[config.mk]
export PLATFORM = sky130hd
export DESIGN_NAME = motor_speed_ramp_reverser_unit
export DESIGN_NICKNAME = d
export VERILOG_FILES = /design/src/rtl/core/msrr_pkg.sv /design/src/rtl/core/msrr_update.sv /design/src/rtl/core/motor_speed_ramp_reverser_unit.sv
export SDC_FILE = /design/constraint.sdc
export NUM_CORES = 1
export LEC_CHECK = 0
export BUFFER_PORTS_ARGS = -buffer_cell sky130_fd_sc_hd__buf_4
export CAP_MARGIN = 20
export CORE_MARGIN = 8
export CORE_UTILIZATION = 50
export CTS_CLUSTER_DIAMETER = 200
export CTS_CLUSTER_SIZE = 20
export DETAILED_ROUTE_END_ITERATION = 6
export PLACE_DENSITY = 0.68
export SYNTH_ARGS = -nofsm -noshare
export SYNTH_HDL_FRONTEND = slang
export SYNTH_HIERARCHICAL = 1
export SYNTH_SLANG_ARGS = --single-unit
[constraint.sdc]
create_clock -name aclk -period 13.9 [get_ports aclk]
set_input_delay 2.78 -clock aclk [delete_from_list [all_inputs] [get_ports aclk]]
set_output_delay 2.78 -clock aclk [all_outputs]
set_load 0.005 [all_outputs]
[src/rtl/core/msrr_pkg.sv]
// Shared types, operation codes and constants for the motor speed ramp reverser.
`default_nettype none

package msrr_pkg;

    // Operation codes carried in the input tuser field.
    localparam logic [1:0] OP_TICK  = 2'd0;
    localparam logic [1:0] OP_SPEED = 2'd1;
    localparam logic [1:0] OP_DIR   = 2'd2;

    // Speed limit in percent and the ramp step after reset.
    localparam logic [7:0] SPEED_MAX       = 8'd100;
    localparam logic [6:0] RAMP_STEP_RESET = 7'd5;

    // Duty is speed*102/10. The divide by ten is folded into one constant
    // multiply: 102 * ceil(2^19 / 10) = 5347758, then a shift right by 19.
    localparam int         DUTY_SHIFT = 19;
    localparam logic [29:0] DUTY_MUL  = 30'd5347758;

    typedef struct packed {
        logic       forward;
        logic [7:0] speed;
        logic [1:0] operation;
    } item_t;

    typedef struct packed {
        logic [6:0] present_speed;
        logic [6:0] target_speed;
        logic       ramping_up;
        logic       direction_forward;
        logic       reversal_pending;
        logic [6:0] saved_target;
    } state_t;

    // Declared from the top bit down so that pwm_reverse sits in the lowest bits.
    typedef struct packed {
        logic       at_target;
        logic       reversing;
        logic       moving_forward;
        logic [6:0] speed_now;
        logic [9:0] pwm_forward;
        logic [9:0] pwm_reverse;
    } result_t;

endpackage

`default_nettype wire

[src/rtl/core/msrr_update.sv]
// Next-state and result logic for one tick, speed command or direction command.
`default_nettype none

module msrr_update (
    input  msrr_pkg::state_t  state_cur,
    input  msrr_pkg::item_t   item,
    input  logic [6:0]        ramp_step,
    output msrr_pkg::state_t  state_nxt,
    output msrr_pkg::result_t result
);
    import msrr_pkg::*;

    logic [7:0]  up_sum;
    logic [6:0]  down_diff;
    logic [6:0]  ramped;
    logic [29:0] duty_prod;
    logic [9:0]  duty;

    // Candidate speeds one step up and one step down.
    assign up_sum    = {1'b0, state_cur.present_speed} + {1'b0, ramp_step};
    assign down_diff = state_cur.present_speed - ramp_step;

    // Speed after a tick: one step toward the target, or the target itself.
    always_comb begin
        if (state_cur.ramping_up) begin
            if ({1'b0, state_cur.target_speed} >= up_sum) begin
                ramped = up_sum[6:0];
            end else begin
                ramped = state_cur.target_speed;
            end
        end else begin
            if ((state_cur.present_speed >= ramp_step) &&
                (state_cur.target_speed <= down_diff)) begin
                ramped = down_diff;
            end else begin
                ramped = state_cur.target_speed;
            end
        end
    end

    // State update by operation.
    always_comb begin
        state_nxt = state_cur;
        case (item.operation)
            OP_TICK: begin
                state_nxt.present_speed = ramped;
                // Once the ramp-down of a reversal lands, flip and head back
                // toward the saved target.
                if (state_cur.reversal_pending && (ramped == state_cur.target_speed)) begin
                    state_nxt.direction_forward = ~state_cur.direction_forward;
                    state_nxt.reversal_pending  = 1'b0;
                    if (state_cur.saved_target != ramped) begin
                        state_nxt.ramping_up   = (ramped < state_cur.saved_target);
                        state_nxt.target_speed = state_cur.saved_target;
                    end
                end
            end
            OP_SPEED: begin
                if (!state_cur.reversal_pending && (item.speed <= SPEED_MAX) &&
                    (item.speed != {1'b0, state_cur.present_speed})) begin
                    state_nxt.ramping_up   = ({1'b0, state_cur.present_speed} < item.speed);
                    state_nxt.target_speed = item.speed[6:0];
                end
            end
            OP_DIR: begin
                if (!state_cur.reversal_pending) begin
                    if (state_cur.present_speed == 7'd0) begin
                        // Standing still: the new direction applies at once.
                        state_nxt.direction_forward = item.forward;
                        if (state_cur.target_speed != 7'd0) begin
                            state_nxt.ramping_up = 1'b1;
                        end
                    end else begin
                        state_nxt.saved_target     = state_cur.target_speed;
                        state_nxt.target_speed     = 7'd0;
                        state_nxt.ramping_up       = 1'b0;
                        state_nxt.reversal_pending = 1'b1;
                    end
                end
            end
            default: begin
                state_nxt = state_cur;
            end
        endcase
    end

    // Bridge duty of the active channel.
    assign duty_prod = 30'(state_nxt.present_speed) * DUTY_MUL;
    assign duty      = duty_prod[DUTY_SHIFT +: 10];

    // Result beat built from the updated state.
    always_comb begin
        result.pwm_reverse    = state_nxt.direction_forward ? 10'd0 : duty;
        result.pwm_forward    = state_nxt.direction_forward ? duty : 10'd0;
        result.speed_now      = state_nxt.present_speed;
        result.moving_forward = state_nxt.direction_forward;
        result.reversing      = state_nxt.reversal_pending;
        result.at_target      = (state_nxt.present_speed == state_nxt.target_speed);
    end

endmodule

`default_nettype wire

[src/rtl/core/motor_speed_ramp_reverser_unit.sv]
// Top level of the motor speed ramp reverser: beat registers, state and ramp step register.
// Each input beat (tick, speed command or direction command) yields exactly one result
// beat showing the motor state after the update. The block takes one beat per clock while
// m_tready does not stall the result register; a beat passes the input register, then the
// result register, and the rate is set by the combinational state update between them.
// An empty input register can take a new beat while the previous result waits on m_tready.
// ramp_step resets to 5; a write above 100 is dropped and the old step kept.
`default_nettype none

module motor_speed_ramp_reverser_unit (
    input  wire logic        aclk,
    input  wire logic        aresetn,
    // Configuration write: ramp step in percent per tick.
    input  wire logic        cfg_valid,
    output logic             cfg_ready,
    input  wire logic [6:0]  cfg_data,
    // Input stream.
    input  wire logic        s_tvalid,
    output logic             s_tready,
    input  wire logic [15:0] s_tdata,   // [7:0] speed, [8] forward, [15:9] zero
    input  wire logic [1:0]  s_tuser,   // [1:0] operation
    // Result stream.
    output logic             m_tvalid,
    input  wire logic        m_tready,
    output logic [31:0]      m_tdata    // [9:0] pwm_reverse, [19:10] pwm_forward,
                                        // [26:20] speed_now, [27] moving_forward,
                                        // [28] reversing, [29] at_target, [31:30] zero
);
    import msrr_pkg::*;

    logic     in_valid_reg;
    item_t    in_item_reg;
    logic     out_valid_reg;
    result_t  out_data_reg;
    state_t   state_reg;
    state_t   state_next;
    result_t  result_next;
    logic [6:0] step_reg;
    logic     advance;

    // Handshake: the input register moves on whenever the result register is free.
    assign advance   = in_valid_reg && (!out_valid_reg || m_tready);
    assign s_tready  = !in_valid_reg || advance;
    assign cfg_ready = 1'b1;
    assign m_tvalid  = out_valid_reg;
    assign m_tdata   = {2'b00, out_data_reg};

    // Ramp step register, writes above the limit are dropped.
    always_ff @(posedge aclk) begin
        if (!aresetn) begin
            step_reg <= RAMP_STEP_RESET;
        end else if (cfg_valid && cfg_ready && ({1'b0, cfg_data} <= SPEED_MAX)) begin
            step_reg <= cfg_data;
        end
    end

    // Input beat register.
    always_ff @(posedge aclk) begin
        if (!aresetn) begin
            in_valid_reg <= 1'b0;
        end else if (s_tready) begin
            in_valid_reg <= s_tvalid;
        end
    end

    always_ff @(posedge aclk) begin
        if (s_tvalid && s_tready) begin
            in_item_reg.operation <= s_tuser;
            in_item_reg.speed     <= s_tdata[7:0];
            in_item_reg.forward   <= s_tdata[8];
        end
    end

    // Update logic between the input and result registers.
    msrr_update u_update (
        .state_cur (state_reg),
        .item      (in_item_reg),
        .ramp_step (step_reg),
        .state_nxt (state_next),
        .result    (result_next)
    );

    // Motor state, committed as the beat moves into the result register.
    always_ff @(posedge aclk) begin
        if (!aresetn) begin
            state_reg.present_speed     <= 7'd0;
            state_reg.target_speed      <= 7'd0;
            state_reg.ramping_up        <= 1'b1;
            state_reg.direction_forward <= 1'b1;
            state_reg.reversal_pending  <= 1'b0;
            state_reg.saved_target      <= 7'd0;
        end else if (advance) begin
            state_reg <= state_next;
        end
    end

    // Result register.
    always_ff @(posedge aclk) begin
        if (!aresetn) begin
            out_valid_reg <= 1'b0;
        end else if (advance) begin
            out_valid_reg <= 1'b1;
        end else if (m_tready) begin
            out_valid_reg <= 1'b0;
        end
    end

    always_ff @(posedge aclk) begin
        if (advance) begin
            out_data_reg <= result_next;
        end
    end

endmodule

`default_nettype wire

==> flow_summary.yaml <==
outcome:
  outcome: "complete, no violations"
clock_network:
  cts_buffers: 9
  clock_sinks: 74
  htreeDepth: 3
  holdBufCountCts: 0
  clockRootBuffer: "clkbuf_16"
  clk_latency_ns: 0.34
  clockBufferDepth: 2
  clkTransAtPathRegs_ns: 0.06
  cts_tree: "done"
  cts_resized: 0
  post-cts-setup-buffers: 0
logic_synthesis:
  syn_area_per_cell_um2: 9.02
  synth_area_um2: 8180
  yosysTopAreaCellShare_pct: 16.5
  yosysWarningCount: 6
  synth_enable_flop_cells: 41
  ys_types: 100
  ys_ff_latch: 74
  synth_cells: 907
  async_flop_share_pct: 0
  synth.area.top_cells: "ha_1, edfxtp_1, dfxtp_1, fa_1, inv_1"
  yosys.area.top_type: "ha_1"
  ys_seq_area_share_pct: 23.1
  synth_flop_cell: "edfxtp_1"
sta:
  whs_ns: 0.462
  worst_slew_pin_slew_ns: 1.02
  grt_setup_unrepaired: "false"
  slew_headroom_pct: 32.0
  hold_viol_final: 0
  setup_viol: 0
  tns_ns: 0
  skew_ns: 0.00901
  final-max-slew-violation-count: 0
  fin_ws_ns: 4.35
  fmax_ghz: 0.105
  fin_crit_ns: 9.55
  fin_crit_sh_pct: 68.7
die:
  coreArea_um2: 15900
  die_h_um: 144
  rows: 46
  io_pins: 65
  die_w_um: 144
  start_util_pct: 51.3
  dieArea_um2: 20700
setup_path:
  cp.arrival_ns: 9.64
  worstPathMaxFanout: 7
  max_stage_delay_ns: 0.56
  required_ns: 13.98
  cp_common_cell: "inv_1"
  cp-end-kind: "register"
  critPathKind: "reg -> reg"
  startpoint_type: "register"
  cp_slowest_cell: "fa_1"
route:
  via_count: 6797
  ant_nets: 0
  drt-total-wl_um: 20500
  first_pass_iters: 5
  drc: 0
  drtIter0Drc: 649
  wl_per_cell_um: 17.9
  drt-vias-per-instance: 5.92
global_route:
  antenna_found_initial: 0
  top_usage_layer: "met2"
  grt_pass1_vias: 6333
  grt_pass1_wl_um: 33000
  grt_use_met1_pct: 28.2
  grt_start_max_net_pins: 39
  grt_usage_pct: 20.4
  grtUsageMet2_pct: 30.6
  overflow: 0
  grt_use_met3_pct: 4.38
layout:
  diodes: 0
  largest_register_ffs: 30
  final_util_pct: 55.5
  fillers: 1488
  fin_nets: 1087
  drive_gt1_share_pct: 16.2
  area_growth_pct: 8.09
placed_design:
  io_buffers: 54
  dpl.hpwl_um: 15500
  globalplace.congestion: 0.884
  place_ws_ns: 4.42
pwr:
  power_density_nw_per_um2: 73.4
  vdd_drop_max_mv: 0.0694
  power.leakage_nw: 4.18
min_path:
  worst_hold_path_type: "reg -> reg"
run:
  maxCapViolations: 0
==> worst paths after layout <==
check | to | slack [ns] | cells after the start | start
min | state_reg[2] | 0.46 | 2 | state_reg[2]
max | m_tdata[9] | 4.35 | 35 | state_reg[17]
max reg2reg | m_tdata[9] | 4.35 | 35 | state_reg[17]
min reg2reg | state_reg[2] | 0.46 | 2 | state_reg[2]
==> through the flow <==
stage | total power [mW] | area [um2] | std cells
4_1_cts | 0.652 | 8820 | 1145
2_1_floorplan | 0.390 | 8190 | 908
6_report | 0.649 | 8840 | 1148
3_3_place_gp | 0.431 | 8560 | 1129
3_5_place_dp | 0.434 | 8560 | 1129
5_1_grt | 0.688 | 8840 | 1148
==> critical path: cells and delay by family, from the launching register on <==
| kind | cells | cell delay, ns |
|---|---|---|
| fa+ha+maj | 8 | 2.88 |
| flops | 1 | 0.37 |
| simple gates | 6 | 1.24 |
| compound gates | 13 | 3.88 |
| buf+inv | 6 | 0.53 |
| xor+xnor | 2 | 0.37 |
==> Yosys cell counts (all sizes together) (10+ instances only) <==
| cell | n |
|---|---|
| nor2 | 62 |
| o211ai | 10 |
| o21ai | 71 |
| ha | 108 |
| fa | 22 |
| dfxtp | 33 |
| nor2b | 18 |
| and2 | 13 |
| a21o | 22 |
| a211oi | 11 |
| a21boi | 27 |
| edfxtp | 41 |
| xnor2 | 21 |
| buf | 36 |
| a21oi | 41 |
| clkbuf | 17 |
| nor3 | 12 |
| inv | 93 |
| xor2 | 13 |
| nand2 | 44 |
| nand3 | 39 |
| nand4 | 10 |
==> power breakdown <==
group	leakage, nW	total [mW]	internal (mW)	switching (mW)
registers	0.663	0.251	0.242	0.00853
clock network	0.127	0.216	0.120	0.0953
logic	3.39	0.182	0.0739	0.108
==> cell families (layout without fill, tap and decap cells) <==
logic type                 count (synthesis)  after routing  synth area share, %
xor gates and xnor gates                  38             38                 4.74
DFF                                       74             74                 23.1
adders and majority gates                130            130                 21.9
and+or+nand+nor                          248            248                 15.9
other                                      2              3               0.0918
buffers and inverters                    147            171                 8.41
muxes                                     13             13                 1.77
AOI/OAI and AO/OA                        255            255                 24.1
==> cell type report <==
type	instances	area, um2	share of cell area [%]
clock buffer	11	233	2.63
inverter	94	353	3.99
multi-input combinational	687	5610	63.4
sequential	74	1890	21.4
clock inverter	5	30.0	0.340
tap	216	270	3.06
timing repair buffer	61	455	5.15
==> layout by cell type (no fill, tap or decap), drive strengths merged, types with 21 or more instances in the layout <==
| cell type | netlist | final |
|---|---|---|
| nor2 | 62 | 62 |
| nand2 | 44 | 44 |
| o21ai | 71 | 71 |
| fa | 22 | 22 |
| a21boi | 27 | 27 |
| dfxtp | 33 | 33 |
| edfxtp | 41 | 41 |
| inv | 93 | 94 |
| nand3 | 39 | 39 |
| xnor2 | 21 | 21 |
| ha | 108 | 108 |
| a21o | 22 | 22 |
| buf | 36 | 59 |
| a21oi | 41 | 41 |
==> metal layers <==
metal | vias up | part of all wire [%]
met3 | 38 | 7.5
li1 | 3298 | -
met5 | - | 0
met1 | 3220 | 47
met4 | 0 | 2.5
met2 | 241 | 43
No activity file was read; power rests on OpenSTA's default activity.
